<file path="config.mk">
export PLATFORM = sky130hd
export DESIGN_NAME = pid_heater_duty_control_unit
export DESIGN_NICKNAME = d
export VERILOG_FILES = /design/src/sv/pdc_pkg.sv /design/src/sv/pdc_csr.sv /design/src/sv/pdc_error.sv /design/src/sv/pdc_product.sv /design/src/sv/pdc_output.sv /design/src/sv/pid_heater_duty_control_unit.sv
export SDC_FILE = /design/constraint.sdc
export NUM_CORES = 2
export LEC_CHECK = 0
export CORE_ASPECT_RATIO = 0.9
export CORE_MARGIN = 2
export CORE_UTILIZATION = 31
export DETAILED_ROUTE_END_ITERATION = 12
export DONT_BUFFER_PORTS = 1
export GPL_TIMING_DRIVEN = 0
export SYNTH_ARGS = -nofsm -noshare
export SYNTH_HDL_FRONTEND = slang
export SYNTH_SLANG_ARGS = --single-unit
</file>
<file path="constraint.sdc">
create_clock -name clock -period 21.5 [get_ports clock]
set_clock_uncertainty 0.1 [all_clocks]
set_input_delay 2.15 -clock clock [delete_from_list [all_inputs] [get_ports clock]]
set_output_delay 2.15 -clock clock [all_outputs]
set_load 0.03 [all_outputs]
</file>
<file path="src/sv/pdc_pkg.sv">
package pdc_pkg;

   // Field widths
   localparam int TEMP_W  = 8;
   localparam int GAIN_W  = 16;
   localparam int ERR_W   = 9;
   localparam int PRIOR_W = 10;
   localparam int DIFF_W  = 10;
   localparam int SUM_W   = 24;
   localparam int DUTY_W  = 7;
   localparam int STAT_W  = 2;

   // Product and accumulator widths (units of 1/512)
   localparam int PTERM_W = GAIN_W + ERR_W + 1;
   localparam int ITERM_W = GAIN_W + SUM_W;
   localparam int DTERM_W = GAIN_W + DIFF_W + 2;
   localparam int ACC_W   = ITERM_W + 2;
   localparam int FRAC_W  = 9;

   // Duty and status codes
   localparam logic [DUTY_W-1:0] DUTY_FULL = 7'd100;
   localparam logic [STAT_W-1:0] ST_OFF     = 2'd0;
   localparam logic [STAT_W-1:0] ST_HEATING = 2'd1;
   localparam logic [STAT_W-1:0] ST_COOLING = 2'd2;
   localparam logic [STAT_W-1:0] ST_STABLE  = 2'd3;
   localparam logic signed [ERR_W-1:0] STABLE_BAND = 9'sd2;

   // Register map (word index)
   localparam int CSR_ADDR_W = 4;
   localparam logic [1:0] REG_PROP_GAIN  = 2'd0;
   localparam logic [1:0] REG_INTEG_GAIN = 2'd1;
   localparam logic [1:0] REG_DERIV_GAIN = 2'd2;

   localparam logic signed [GAIN_W-1:0] PROP_GAIN_RST  = 16'sd256;
   localparam logic signed [GAIN_W-1:0] INTEG_GAIN_RST = 16'sd0;
   localparam logic signed [GAIN_W-1:0] DERIV_GAIN_RST = 16'sd0;

   typedef struct packed {
      logic signed [GAIN_W-1:0] prop;
      logic signed [GAIN_W-1:0] integ;
      logic signed [GAIN_W-1:0] deriv;
   } pdc_gains_type;

   typedef struct packed {
      logic [STAT_W-1:0]        status;
      logic signed [ERR_W-1:0]  err;
      logic signed [SUM_W-1:0]  sum;
      logic signed [DIFF_W-1:0] diff;
   } pdc_err_type;

   typedef struct packed {
      logic [STAT_W-1:0]         status;
      logic signed [PTERM_W-1:0] p_term;
      logic signed [ITERM_W-1:0] i_term;
      logic signed [DTERM_W-1:0] d_term;
   } pdc_prod_type;

endpackage

</file>
<file path="src/sv/pdc_csr.sv">
module pdc_csr
   import pdc_pkg::*;
(
   input  logic                  clock,
   input  logic                  reset,
   input  logic                  csr_psel,
   input  logic                  csr_penable,
   input  logic                  csr_pwrite,
   input  logic [CSR_ADDR_W-1:0] csr_paddr,
   input  logic [31:0]           csr_pwdata,
   output logic [31:0]           csr_prdata,
   output logic                  csr_pready,
   output pdc_gains_type         gains
);

   pdc_gains_type gains_ff;
   logic          wr_en;
   logic [1:0]    reg_idx;

   assign csr_pready = 1'b1;
   assign wr_en      = csr_psel && csr_penable && csr_pwrite && csr_pready;
   assign reg_idx    = csr_paddr[3:2];
   assign gains      = gains_ff;

   // Write the addressed gain; drop writes beyond the map
   always_ff @(posedge clock) begin
      if (reset) begin
         gains_ff.prop  <= PROP_GAIN_RST;
         gains_ff.integ <= INTEG_GAIN_RST;
         gains_ff.deriv <= DERIV_GAIN_RST;
      end else if (wr_en) begin
         unique case (reg_idx)
            REG_PROP_GAIN:  gains_ff.prop  <= csr_pwdata[GAIN_W-1:0];
            REG_INTEG_GAIN: gains_ff.integ <= csr_pwdata[GAIN_W-1:0];
            REG_DERIV_GAIN: gains_ff.deriv <= csr_pwdata[GAIN_W-1:0];
            default: ;
         endcase
      end
   end

   // Read back, sign extended
   always_comb begin
      unique case (reg_idx)
         REG_PROP_GAIN:  csr_prdata = {{(32-GAIN_W){gains_ff.prop[GAIN_W-1]}}, gains_ff.prop};
         REG_INTEG_GAIN: csr_prdata = {{(32-GAIN_W){gains_ff.integ[GAIN_W-1]}}, gains_ff.integ};
         REG_DERIV_GAIN: csr_prdata = {{(32-GAIN_W){gains_ff.deriv[GAIN_W-1]}}, gains_ff.deriv};
         default:        csr_prdata = 32'd0;
      endcase
   end

endmodule

</file>
<file path="src/sv/pdc_error.sv">
module pdc_error
   import pdc_pkg::*;
(
   input  logic                     clock,
   input  logic                     reset,
   input  logic                     in_valid,
   output logic                     in_ready,
   input  logic                     system_on,
   input  logic signed [TEMP_W-1:0] measured_temp,
   input  logic signed [TEMP_W-1:0] target_temp,
   output logic                     out_valid,
   input  logic                     out_ready,
   output pdc_err_type              out_data
);

   logic                        valid_ff;
   pdc_err_type                 data_ff;
   pdc_err_type                 data_in;
   logic signed [SUM_W-1:0]     sum_ff;
   logic signed [SUM_W-1:0]     sum_in;
   logic signed [PRIOR_W-1:0]   prior_ff;
   logic signed [ERR_W-1:0]     err;
   logic signed [SUM_W:0]       sum_wide;
   logic signed [SUM_W-1:0]     sum_sat;
   logic signed [DIFF_W-1:0]    diff;
   logic [STAT_W-1:0]           status;
   logic                        take;

   assign in_ready  = !valid_ff || out_ready;
   assign take      = in_valid && in_ready;
   assign out_valid = valid_ff;
   assign out_data  = data_ff;

   // Error and saturating error sum
   assign err      = {target_temp[TEMP_W-1], target_temp}
                   - {measured_temp[TEMP_W-1], measured_temp};
   assign sum_wide = {sum_ff[SUM_W-1], sum_ff}
                   + {{(SUM_W+1-ERR_W){err[ERR_W-1]}}, err};
   always_comb begin
      case (sum_wide[SUM_W:SUM_W-1])
         2'b01:   sum_sat = {1'b0, {(SUM_W-1){1'b1}}};
         2'b10:   sum_sat = {1'b1, {(SUM_W-1){1'b0}}};
         default: sum_sat = sum_wide[SUM_W-1:0];
      endcase
   end
   assign sum_in = system_on ? sum_sat : '0;

   // Difference against the previous running error
   assign diff = {{(DIFF_W-ERR_W){err[ERR_W-1]}}, err} - prior_ff;

   // Band status
   always_comb begin
      if (!system_on)
         status = ST_OFF;
      else if (err > STABLE_BAND)
         status = ST_HEATING;
      else if (err < -STABLE_BAND)
         status = ST_COOLING;
      else
         status = ST_STABLE;
   end

   always_comb begin
      data_in.status = status;
      data_in.err    = err;
      data_in.sum    = sum_sat;
      data_in.diff   = diff;
   end

   // Advance controller state as each word enters
   always_ff @(posedge clock) begin
      if (reset) begin
         valid_ff <= 1'b0;
         sum_ff   <= '0;
         prior_ff <= '0;
      end else begin
         if (in_ready)
            valid_ff <= in_valid;
         if (take) begin
            sum_ff   <= sum_in;
            prior_ff <= system_on ? {{(PRIOR_W-ERR_W){err[ERR_W-1]}}, err} : '0;
         end
      end
   end

   always_ff @(posedge clock) begin
      if (take)
         data_ff <= data_in;
   end

endmodule

</file>
<file path="src/sv/pdc_product.sv">
module pdc_product
   import pdc_pkg::*;
(
   input  logic          clock,
   input  logic          reset,
   input  pdc_gains_type gains,
   input  logic          in_valid,
   output logic          in_ready,
   input  pdc_err_type   in_data,
   output logic          out_valid,
   input  logic          out_ready,
   output pdc_prod_type  out_data
);

   logic                        valid_ff;
   pdc_prod_type                data_ff;
   pdc_prod_type                data_in;
   logic signed [PTERM_W-2:0]   p_raw;
   logic signed [ITERM_W-1:0]   i_raw;
   logic signed [DTERM_W-3:0]   d_raw;
   logic                        take;

   assign in_ready  = !valid_ff || out_ready;
   assign take      = in_valid && in_ready;
   assign out_valid = valid_ff;
   assign out_data  = data_ff;

   // Three gain products, scaled to 1/512 units
   assign p_raw = gains.prop  * in_data.err;
   assign i_raw = gains.integ * in_data.sum;
   assign d_raw = gains.deriv * in_data.diff;

   always_comb begin
      data_in.status = in_data.status;
      data_in.p_term = {p_raw, 1'b0};
      data_in.i_term = i_raw;
      data_in.d_term = {d_raw, 2'b00};
   end

   always_ff @(posedge clock) begin
      if (reset)
         valid_ff <= 1'b0;
      else if (in_ready)
         valid_ff <= in_valid;
   end

   always_ff @(posedge clock) begin
      if (take)
         data_ff <= data_in;
   end

endmodule

</file>
<file path="src/sv/pdc_output.sv">
module pdc_output
   import pdc_pkg::*;
(
   input  logic              clock,
   input  logic              reset,
   input  logic              in_valid,
   output logic              in_ready,
   input  pdc_prod_type      in_data,
   output logic              out_valid,
   input  logic              out_ready,
   output logic [DUTY_W-1:0] duty_cycle,
   output logic [STAT_W-1:0] heat_status
);

   logic                      valid_ff;
   logic [DUTY_W-1:0]         duty_ff;
   logic [DUTY_W-1:0]         duty_in;
   logic [STAT_W-1:0]         status_ff;
   logic signed [ACC_W-1:0]   acc;
   logic [ACC_W-FRAC_W-1:0]   whole;
   logic [DUTY_W-1:0]         u;
   logic                      take;

   assign in_ready    = !valid_ff || out_ready;
   assign take        = in_valid && in_ready;
   assign out_valid   = valid_ff;
   assign duty_cycle  = duty_ff;
   assign heat_status = status_ff;

   // Sum the terms
   assign acc = {{(ACC_W-PTERM_W){in_data.p_term[PTERM_W-1]}}, in_data.p_term}
              + {{(ACC_W-ITERM_W){in_data.i_term[ITERM_W-1]}}, in_data.i_term}
              + {{(ACC_W-DTERM_W){in_data.d_term[DTERM_W-1]}}, in_data.d_term};
   assign whole = acc[ACC_W-1:FRAC_W];

   // Clamp to 0..100, then take the complement for duty; off words get zero duty
   always_comb begin
      if (acc[ACC_W-1] || acc == '0)
         u = '0;
      else if (whole > {{(ACC_W-FRAC_W-DUTY_W){1'b0}}, DUTY_FULL})
         u = DUTY_FULL;
      else
         u = whole[DUTY_W-1:0];
      duty_in = (in_data.status == ST_OFF) ? '0 : DUTY_FULL - u;
   end

   always_ff @(posedge clock) begin
      if (reset)
         valid_ff <= 1'b0;
      else if (in_ready)
         valid_ff <= in_valid;
   end

   always_ff @(posedge clock) begin
      if (take) begin
         duty_ff   <= duty_in;
         status_ff <= in_data.status;
      end
   end

endmodule

</file>
<file path="src/sv/pid_heater_duty_control_unit.sv">
// Channel   Dir  tdata (low bit up)                      tuser
// req_      in   measured_temp[7:0], target_temp[15:8]   system_on[0]
// rsp_      out  duty_cycle[6:0], zero[7]                heat_status[1:0]
// csr_      in   APB, signed gains at 0x0 prop (Q8.8), 0x4 integ (Q7.9), 0x8 deriv (Q9.7)
//
// One word may enter every cycle while req_tready is high; each word passes
// the input register, error stage, product stage and result register in turn.
// The error sum and previous error update as a word enters the error stage.
// A stalled rsp_ side fills the stage registers; req_tready drops only when
// every stage holds a word. Synchronous reset clears state and loads the
// default gains.
module pid_heater_duty_control_unit
   import pdc_pkg::*;
(
   input  logic                  clock,
   input  logic                  reset,
   input  logic                  req_tvalid,
   output logic                  req_tready,
   input  logic [15:0]           req_tdata,   // measured_temp, target_temp
   input  logic [0:0]            req_tuser,   // system_on
   output logic                  rsp_tvalid,
   input  logic                  rsp_tready,
   output logic [7:0]            rsp_tdata,   // duty_cycle, zero pad
   output logic [1:0]            rsp_tuser,   // heat_status
   input  logic                  csr_psel,
   input  logic                  csr_penable,
   input  logic                  csr_pwrite,
   input  logic [CSR_ADDR_W-1:0] csr_paddr,
   input  logic [31:0]           csr_pwdata,
   output logic [31:0]           csr_prdata,
   output logic                  csr_pready
);

   pdc_gains_type            gains;
   logic                     in_valid_ff;
   logic                     on_ff;
   logic signed [TEMP_W-1:0] meas_ff;
   logic signed [TEMP_W-1:0] targ_ff;
   logic                     err_ready;
   logic                     err_valid;
   pdc_err_type              err_data;
   logic                     prod_ready;
   logic                     prod_valid;
   pdc_prod_type             prod_data;
   logic                     out_ready_int;
   logic [DUTY_W-1:0]        duty;
   logic [STAT_W-1:0]        status;

   pdc_csr u_csr (
      .clock       (clock),
      .reset       (reset),
      .csr_psel    (csr_psel),
      .csr_penable (csr_penable),
      .csr_pwrite  (csr_pwrite),
      .csr_paddr   (csr_paddr),
      .csr_pwdata  (csr_pwdata),
      .csr_prdata  (csr_prdata),
      .csr_pready  (csr_pready),
      .gains       (gains)
   );

   // Input register
   assign req_tready = !in_valid_ff || err_ready;

   always_ff @(posedge clock) begin
      if (reset)
         in_valid_ff <= 1'b0;
      else if (req_tready)
         in_valid_ff <= req_tvalid;
   end

   always_ff @(posedge clock) begin
      if (req_tvalid && req_tready) begin
         on_ff   <= req_tuser[0];
         meas_ff <= req_tdata[7:0];
         targ_ff <= req_tdata[15:8];
      end
   end

   pdc_error u_error (
      .clock         (clock),
      .reset         (reset),
      .in_valid      (in_valid_ff),
      .in_ready      (err_ready),
      .system_on     (on_ff),
      .measured_temp (meas_ff),
      .target_temp   (targ_ff),
      .out_valid     (err_valid),
      .out_ready     (prod_ready),
      .out_data      (err_data)
   );

   pdc_product u_product (
      .clock     (clock),
      .reset     (reset),
      .gains     (gains),
      .in_valid  (err_valid),
      .in_ready  (prod_ready),
      .in_data   (err_data),
      .out_valid (prod_valid),
      .out_ready (out_ready_int),
      .out_data  (prod_data)
   );

   pdc_output u_output (
      .clock       (clock),
      .reset       (reset),
      .in_valid    (prod_valid),
      .in_ready    (out_ready_int),
      .in_data     (prod_data),
      .out_valid   (rsp_tvalid),
      .out_ready   (rsp_tready),
      .duty_cycle  (duty),
      .heat_status (status)
   );

   assign rsp_tdata = {1'b0, duty};
   assign rsp_tuser = status;

`ifndef SYNTH
   // An off word always carries zero duty
   a_off_zero_duty: assert property (@(posedge clock) disable iff (reset)
      (rsp_tvalid && rsp_tuser == ST_OFF) |-> (rsp_tdata == 8'd0))
      else $error("off word with nonzero duty");

   // Duty never exceeds full scale
   a_duty_range: assert property (@(posedge clock) disable iff (reset)
      rsp_tvalid |-> (rsp_tdata[DUTY_W-1:0] <= DUTY_FULL && !rsp_tdata[7]))
      else $error("duty out of range");

   // No result straight after reset
   a_reset_empty: assert property (@(posedge clock)
      reset |=> !rsp_tvalid)
      else $error("result valid after reset");
`endif

endmodule

</file>
### After elaboration in Yosys (flattened, before gate mapping)

Index checks and enable logic that the tools add are counted.

| storage, ports and cells | value |
|---|---|
| output and inout bits | 45 |
| register bits after elaboration | 250 |
| input port bits | 60 |

| operators by class | value |
|---|---|
| bitwise operators | 1 |
| reductions and logical operators | 22 |
| multiply operators | 3 |
| equality and inequality tests | 4 |
| $lt $le $gt $ge | 3 |
| $add $sub $neg | 6 |
| muxes and demuxes | 8 |

Operator list:

| cell | count |
|---|---|
| $pmux W32 S3 | 1 |
| $pmux W24 S2 | 1 |
| $add A42 B42 Y42 | 1 |
| $logic_not A42 Y1 | 1 |
| $add A26 B40 Y41 | 1 |
| $mul A16 B24 Y40 | 1 |
| $gt A33 B7 Y1 const B | 1 |
| $mul A16 B10 Y26 | 1 |
| $add A24 B9 Y25 | 1 |
| $mul A16 B9 Y25 | 1 |
| $mux W24 | 1 |
| $mux W7 | 2 |
| $mux W10 | 1 |
| $sub A10 B10 Y10 | 1 |
| $gt A9 B3 Y1 const B | 1 |
| $lt A9 B2 Y1 const B | 1 |
| $sub A8 B8 Y9 | 1 |
| $sub A7 B7 Y7 const A | 1 |
| $logic_and A1 B1 Y1 | 6 |
| $reduce_and A2 Y1 | 3 |
| $logic_or A1 B1 Y1 | 5 |
| $eq A2 B1 Y1 const B | 2 |
| $eq A2 B2 Y1 const B | 2 |
| $logic_not A1 Y1 | 4 |
| 4 further kinds | 6 |

### Longest topological paths before layout

| logic depth | value |
|---|---|
| depth in word-level cells | 6 |
| depth in mapped cells | 35 |
| gate-level depth less buffers | 34 |

### By module

From an unflattened synthesis, not the netlist that was laid out.

| second synthesis, totals | value |
|---|---|
| cells, all modules | 4131 |
| area total of the unflattened synthesis | 39267.7 sq um |

Modules (own cells, without submodules):

| module | instances | area each (sq um) | cells an instance |
|---|---|---|---|
| pdc_product | 1 | 27259.9 | 2845 |
| pdc_error | 1 | 4839.6 | 499 |
| pdc_output | 1 | 4152.7 | 512 |
| pdc_csr | 1 | 2438.6 | 251 |
| pid_heater_duty_control_unit | 1 | 576.8 | 24 |

### Least setup slack after synthesis

OpenSTA, ideal clock, no wires.

| timing path | value |
|---|---|
| path kind | input to register |
| start point | input rsp_tready |
| end point | register u_product.data_ff, in the netlist u_product.out_data[10] (enable) |
| path buffers | 0 |
| stages | 2 |
| setup slack | 11.729 ns |
| data arrival time | 8.984 ns |
| path through | nor2b_1 > a21boi_0 |

| between the ends | value |
|---|---|
| word-level cells in the longest chain between the ends | 3 |

Ends and longest elaborated chain:

| what | RTL line | text |
|---|---|---|
| start: declaration | pid_heater_duty_control_unit.sv:22 | `input logic rsp_tready,` |
| $logic_or A1 B1 Y1 | pdc_output.sv:24 | `assign in_ready = !valid_ff \|\| out_ready;` |
| $logic_or A1 B1 Y1 | pdc_product.sv:23 | `assign in_ready = !valid_ff \|\| out_ready;` |
| $logic_and A1 B1 Y1 | pdc_product.sv:24 | `assign take = in_valid && in_ready;` |
| named net u_product.take | pdc_product.sv:21 | `logic take;` |
| end signal: assignment | pdc_product.sv:49 | `data_ff <= data_in;` |
| end: declaration | pdc_product.sv:16 | `pdc_prod_type data_ff;` |

The timed path passes the listed nets, and every way through them passes these cells.
A chain may end at the register's enable or synchronous reset.

### Worst setup path after layout

| timing path | value |
|---|---|
| start point | register u_csr.gains_ff, in the netlist u_csr.gains[20] |
| end point | register u_product.data_ff, in the netlist u_product.out_data[63] (data pin) |

| between the ends | value |
|---|---|
| word-level cells in the longest chain between the ends | 1 |

Ends and longest elaborated chain:

| what | RTL line | text |
|---|---|---|
| start: declaration | pdc_csr.sv:16 | `pdc_gains_type gains_ff;` |
| $mul A16 B24 Y40 | pdc_product.sv:30 | `assign i_raw = gains.integ * in_data.sum;` |
| named net u_product.i_raw[35] | pdc_product.sv:19 | `logic signed [ITERM_W-1:0] i_raw;` |

The timed path passes the listed nets, and every way through them passes these cells.

==> qor.yml <==
root_buffer: "clkbuf_16"
vias: 28395
cts_tree: "done"
r2r-end: "u_product.out_data[63]$_DFFE_PP_"
whs_path_depth: 2
switching_share_pct: 40.88
layout.nets: 5247
ys_types: 104
rows: 123
syn_nets: 5209
ir_drop_mv: 0.08110
wl_um: 103100
grt_pass1_wl_um: 165100
setup_violations: 0
stdcell_count: 5865
postCtsHoldBufs: 0
insertion_delay_ns: 0.62
drive_gt1_share_pct: 3.279
async_reset_ff_share_pct: 0
drc: 0
start_util_pct: 31.19
numCtsBuffers: 30
core_area_um2: 124700
fin_total_pwr_mw: 1.958
min_period_over_period_pct: 37.85
die_w_um: 377.3
dp_hpwl_um: 86720
place_area_um2: 41090
grt_max_degree: 32
io-pin-count: 105
status: "finished clean"
dieArea_um2: 128300
h-tree-depth: 1
slew_headroom_pct: 29.12
vias_per_cell: 4.841
fmax_mhz: 122.9
crit_required_ns: 21.73
clockBufferDepth: 3
cts_setup_buffers: 0
clockPowerShare_pct: 25.9
placed_cells: 5808
overflow: 0
power.leakage_nw: 17.64
p_sw_mw: 0.8005
crit_arrival_ns: 8.36
fin_hold_ws_ns: 0.3532
syn_avg_cell_area_um2: 9.310
startpoint_type: "register"
tns_ns: 0
path_class: "register to register"
synth_cells: 4177
ctsResizeCount: 0
first_pass_iters: 6
crit_fanout: 10
grt_pass1_vias: 29296
drt_iter0_drc: 2021
period_minus_slack_ns: 8.137
netlist_area_um2: 38890
pwr-share-seq_pct: 32.2
end_kind: "register"
yosysSeqAreaShare_pct: 17.04
tightest_slew_ns: 1.052
io_buffers: 0
wl_per_cell_um: 17.58
place.gp.congestion: 0.9250
max_cap_violations: 0
track_usage_pct: 16.33
synth_warnings: 0
hold_viol: 0
p_int_mw: 1.158
final_common_cell: "inv_1"
ant_nets: 0
final_cell_mix: "701 x inv_1, 637 x fa_1, 595 x nand2_1"
hold_path_class: "register to register"
ys_seq_elements: 249
yosysTopAreaCellShare_pct: 32.79
synth_edf_count: 164
area_growth_pct: 8.169
dieHeight_um: 340
path_clk_slew_ns: 0.06
min_from: "u_error.prior_ff[1]$_SDFFE_PP0P_"
hold_path_end: "u_error.prior_ff[1]$_SDFFE_PP0P_"
r2r_cells: 25
ys.flop_type: "edfxtp_1"
r2r_slack_ns: 13.36
fillCellCount: 12777
synth.area.top_cells: "fa_1 33%, edfxtp_1 13%, ha_1 11%"
regToRegStartpoint: "u_csr.gains[20]$_SDFFE_PP0P_"
final_cell_area_um2: 42060
cts.sinks: 249
pwr-share-comb_pct: 41.9
antenna_found_initial: 9
drv_slew: 0
yosys.area.top_type: "fa_1"
power.density_nw_per_um2: 46.55
grt_setup_unrepaired: "no"
[cells by family after synthesis]
| family | Yosys count | share of synthesized area, % |
|---|---|---|
| AO/OA/AOI/OAI | 586 | 9.846 |
| XOR/XNOR | 191 | 4.321 |
| adder cells (fa/ha/maj) | 972 | 43.57 |
| buffers and inverters | 887 | 8.874 |
| flip-flops | 249 | 17.04 |
| multiplexers | 25 | 0.6532 |
| other | 2 | 0.01931 |
| AND/OR/NAND/NOR | 1265 | 15.67 |
[final cells by class]
type                            count  area [um2]  share of cell area, %
Timing Repair Buffer                6       150.1                 0.3570
Inverter                          702        2635                  6.265
Clock inverter                     22       206.4                 0.4908
Clock buffer                       34       765.7                  1.820
Sequential cell                   249        6626                  15.75
Antenna cell                        1       2.502               0.005949
Tap cell                         1625        2033                  4.834
Buffer                            185       817.0                  1.942
Multi-Input combinational cell   3041       28830                  68.53
[power groups by stage]
| stage | Sequential [mW] | Combinational, mW | Clock, mW |
|---|---|---|---|
| floorplan | 0.598 | 0.601 | 0 |
| global placement | 0.640 | 0.806 | 0 |
| detailed placement | 0.638 | 0.814 | 0 |
| CTS | 0.628 | 0.820 | 0.522 |
| global route | 0.632 | 0.919 | 0.540 |
| finish | 0.630 | 0.820 | 0.508 |
[sequential cells by signal (all words and copies together) (netlist names), 7 cells and up]
signal / cells
targ_ff: 8
u_product.out_data: 93
meas_ff: 8
u_error.prior_ff: 9
u_error.sum_ff: 24
u_error.out_data: 45
u_csr.gains: 48
u_output.duty_cycle: 7
[critical path: stages (launching register included)]
cell and delay (ns):
dfxtp_1 0.30, clkbuf_1 0.66, clkbuf_1 0.49, nand2_1 0.17, fa_1 0.56, inv_1 0.05, fa_1 0.47, inv_1 0.05
fa_1 0.48, fa_1 0.54, inv_1 0.05, fa_1 0.47, inv_1 0.05, fa_1 0.47, inv_1 0.04, ha_1 0.32
a2111oi_0 0.47, a21bo_2 0.32, a2111oi_1 0.55, o41ai_1 0.22, o211ai_1 0.26, a21oi_1 0.14, and2_1 0.21, o21a_1 0.17
nor2_1 0.12, xnor2_1 0.11
[cells in the mapped netlist (19+ instances only)]
library cell / n
dfxtp_1: 85
fa_1: 637
nand2_1: 595
o21ai_1: 23
a21o_1: 74
clkbuf_1: 151
xnor2_1: 143
nor3_1: 44
a21oi_1: 201
nor2b_1: 28
o21bai_1: 28
mux2i_1: 22
nor2_1: 135
edfxtp_1: 164
buf_4: 19
o21a_1: 24
nand2b_1: 62
ha_1: 335
xor2_1: 47
inv_1: 701
a22oi_1: 23
nand3_1: 42
and2_1: 268
o21ai_0: 81
[worst max path at each step]
stage | depth (start not counted) | endpoint | start
3_3_place_gp | 2 | u_product.out_data[67]$_DFFE_PP_ | rsp_tready
6_report | 25 | u_product.out_data[63]$_DFFE_PP_ | u_csr.gains[20]$_SDFFE_PP0P_
2_1_floorplan | 2 | u_product.out_data[10]$_DFFE_PP_ | rsp_tready
3_5_place_dp | 25 | u_product.out_data[63]$_DFFE_PP_ | u_csr.gains[20]$_SDFFE_PP0P_
4_1_cts | 25 | u_product.out_data[63]$_DFFE_PP_ | u_csr.gains[20]$_SDFFE_PP0P_
5_1_grt | 26 | u_product.out_data[63]$_DFFE_PP_ | u_csr.gains[20]$_SDFFE_PP0P_
[metrics by stage]
step / util (%) / setup slack (ns)
after floorplan: - / 11.73
after detailed placement: 32.96 / 13.41
final: 33.74 / 13.36
after global placement: 32.83 / 8.208
after CTS: 33.74 / 13.39
after global routing: 33.74 / 13.01
[routing by layer]
| metal | wire (um) | up-vias | GRT usage, % |
|---|---|---|---|
| met5 | 41 | - | 0 |
| met2 | 44350 | 846 | 25.28 |
| met1 | 48670 | 14077 | 23.86 |
| met4 | 2609 | 6 | 3.767 |
| li1 | - | 13347 | - |
| met3 | 7428 | 119 | 2.567 |
(Power assumes the default switching activity.)
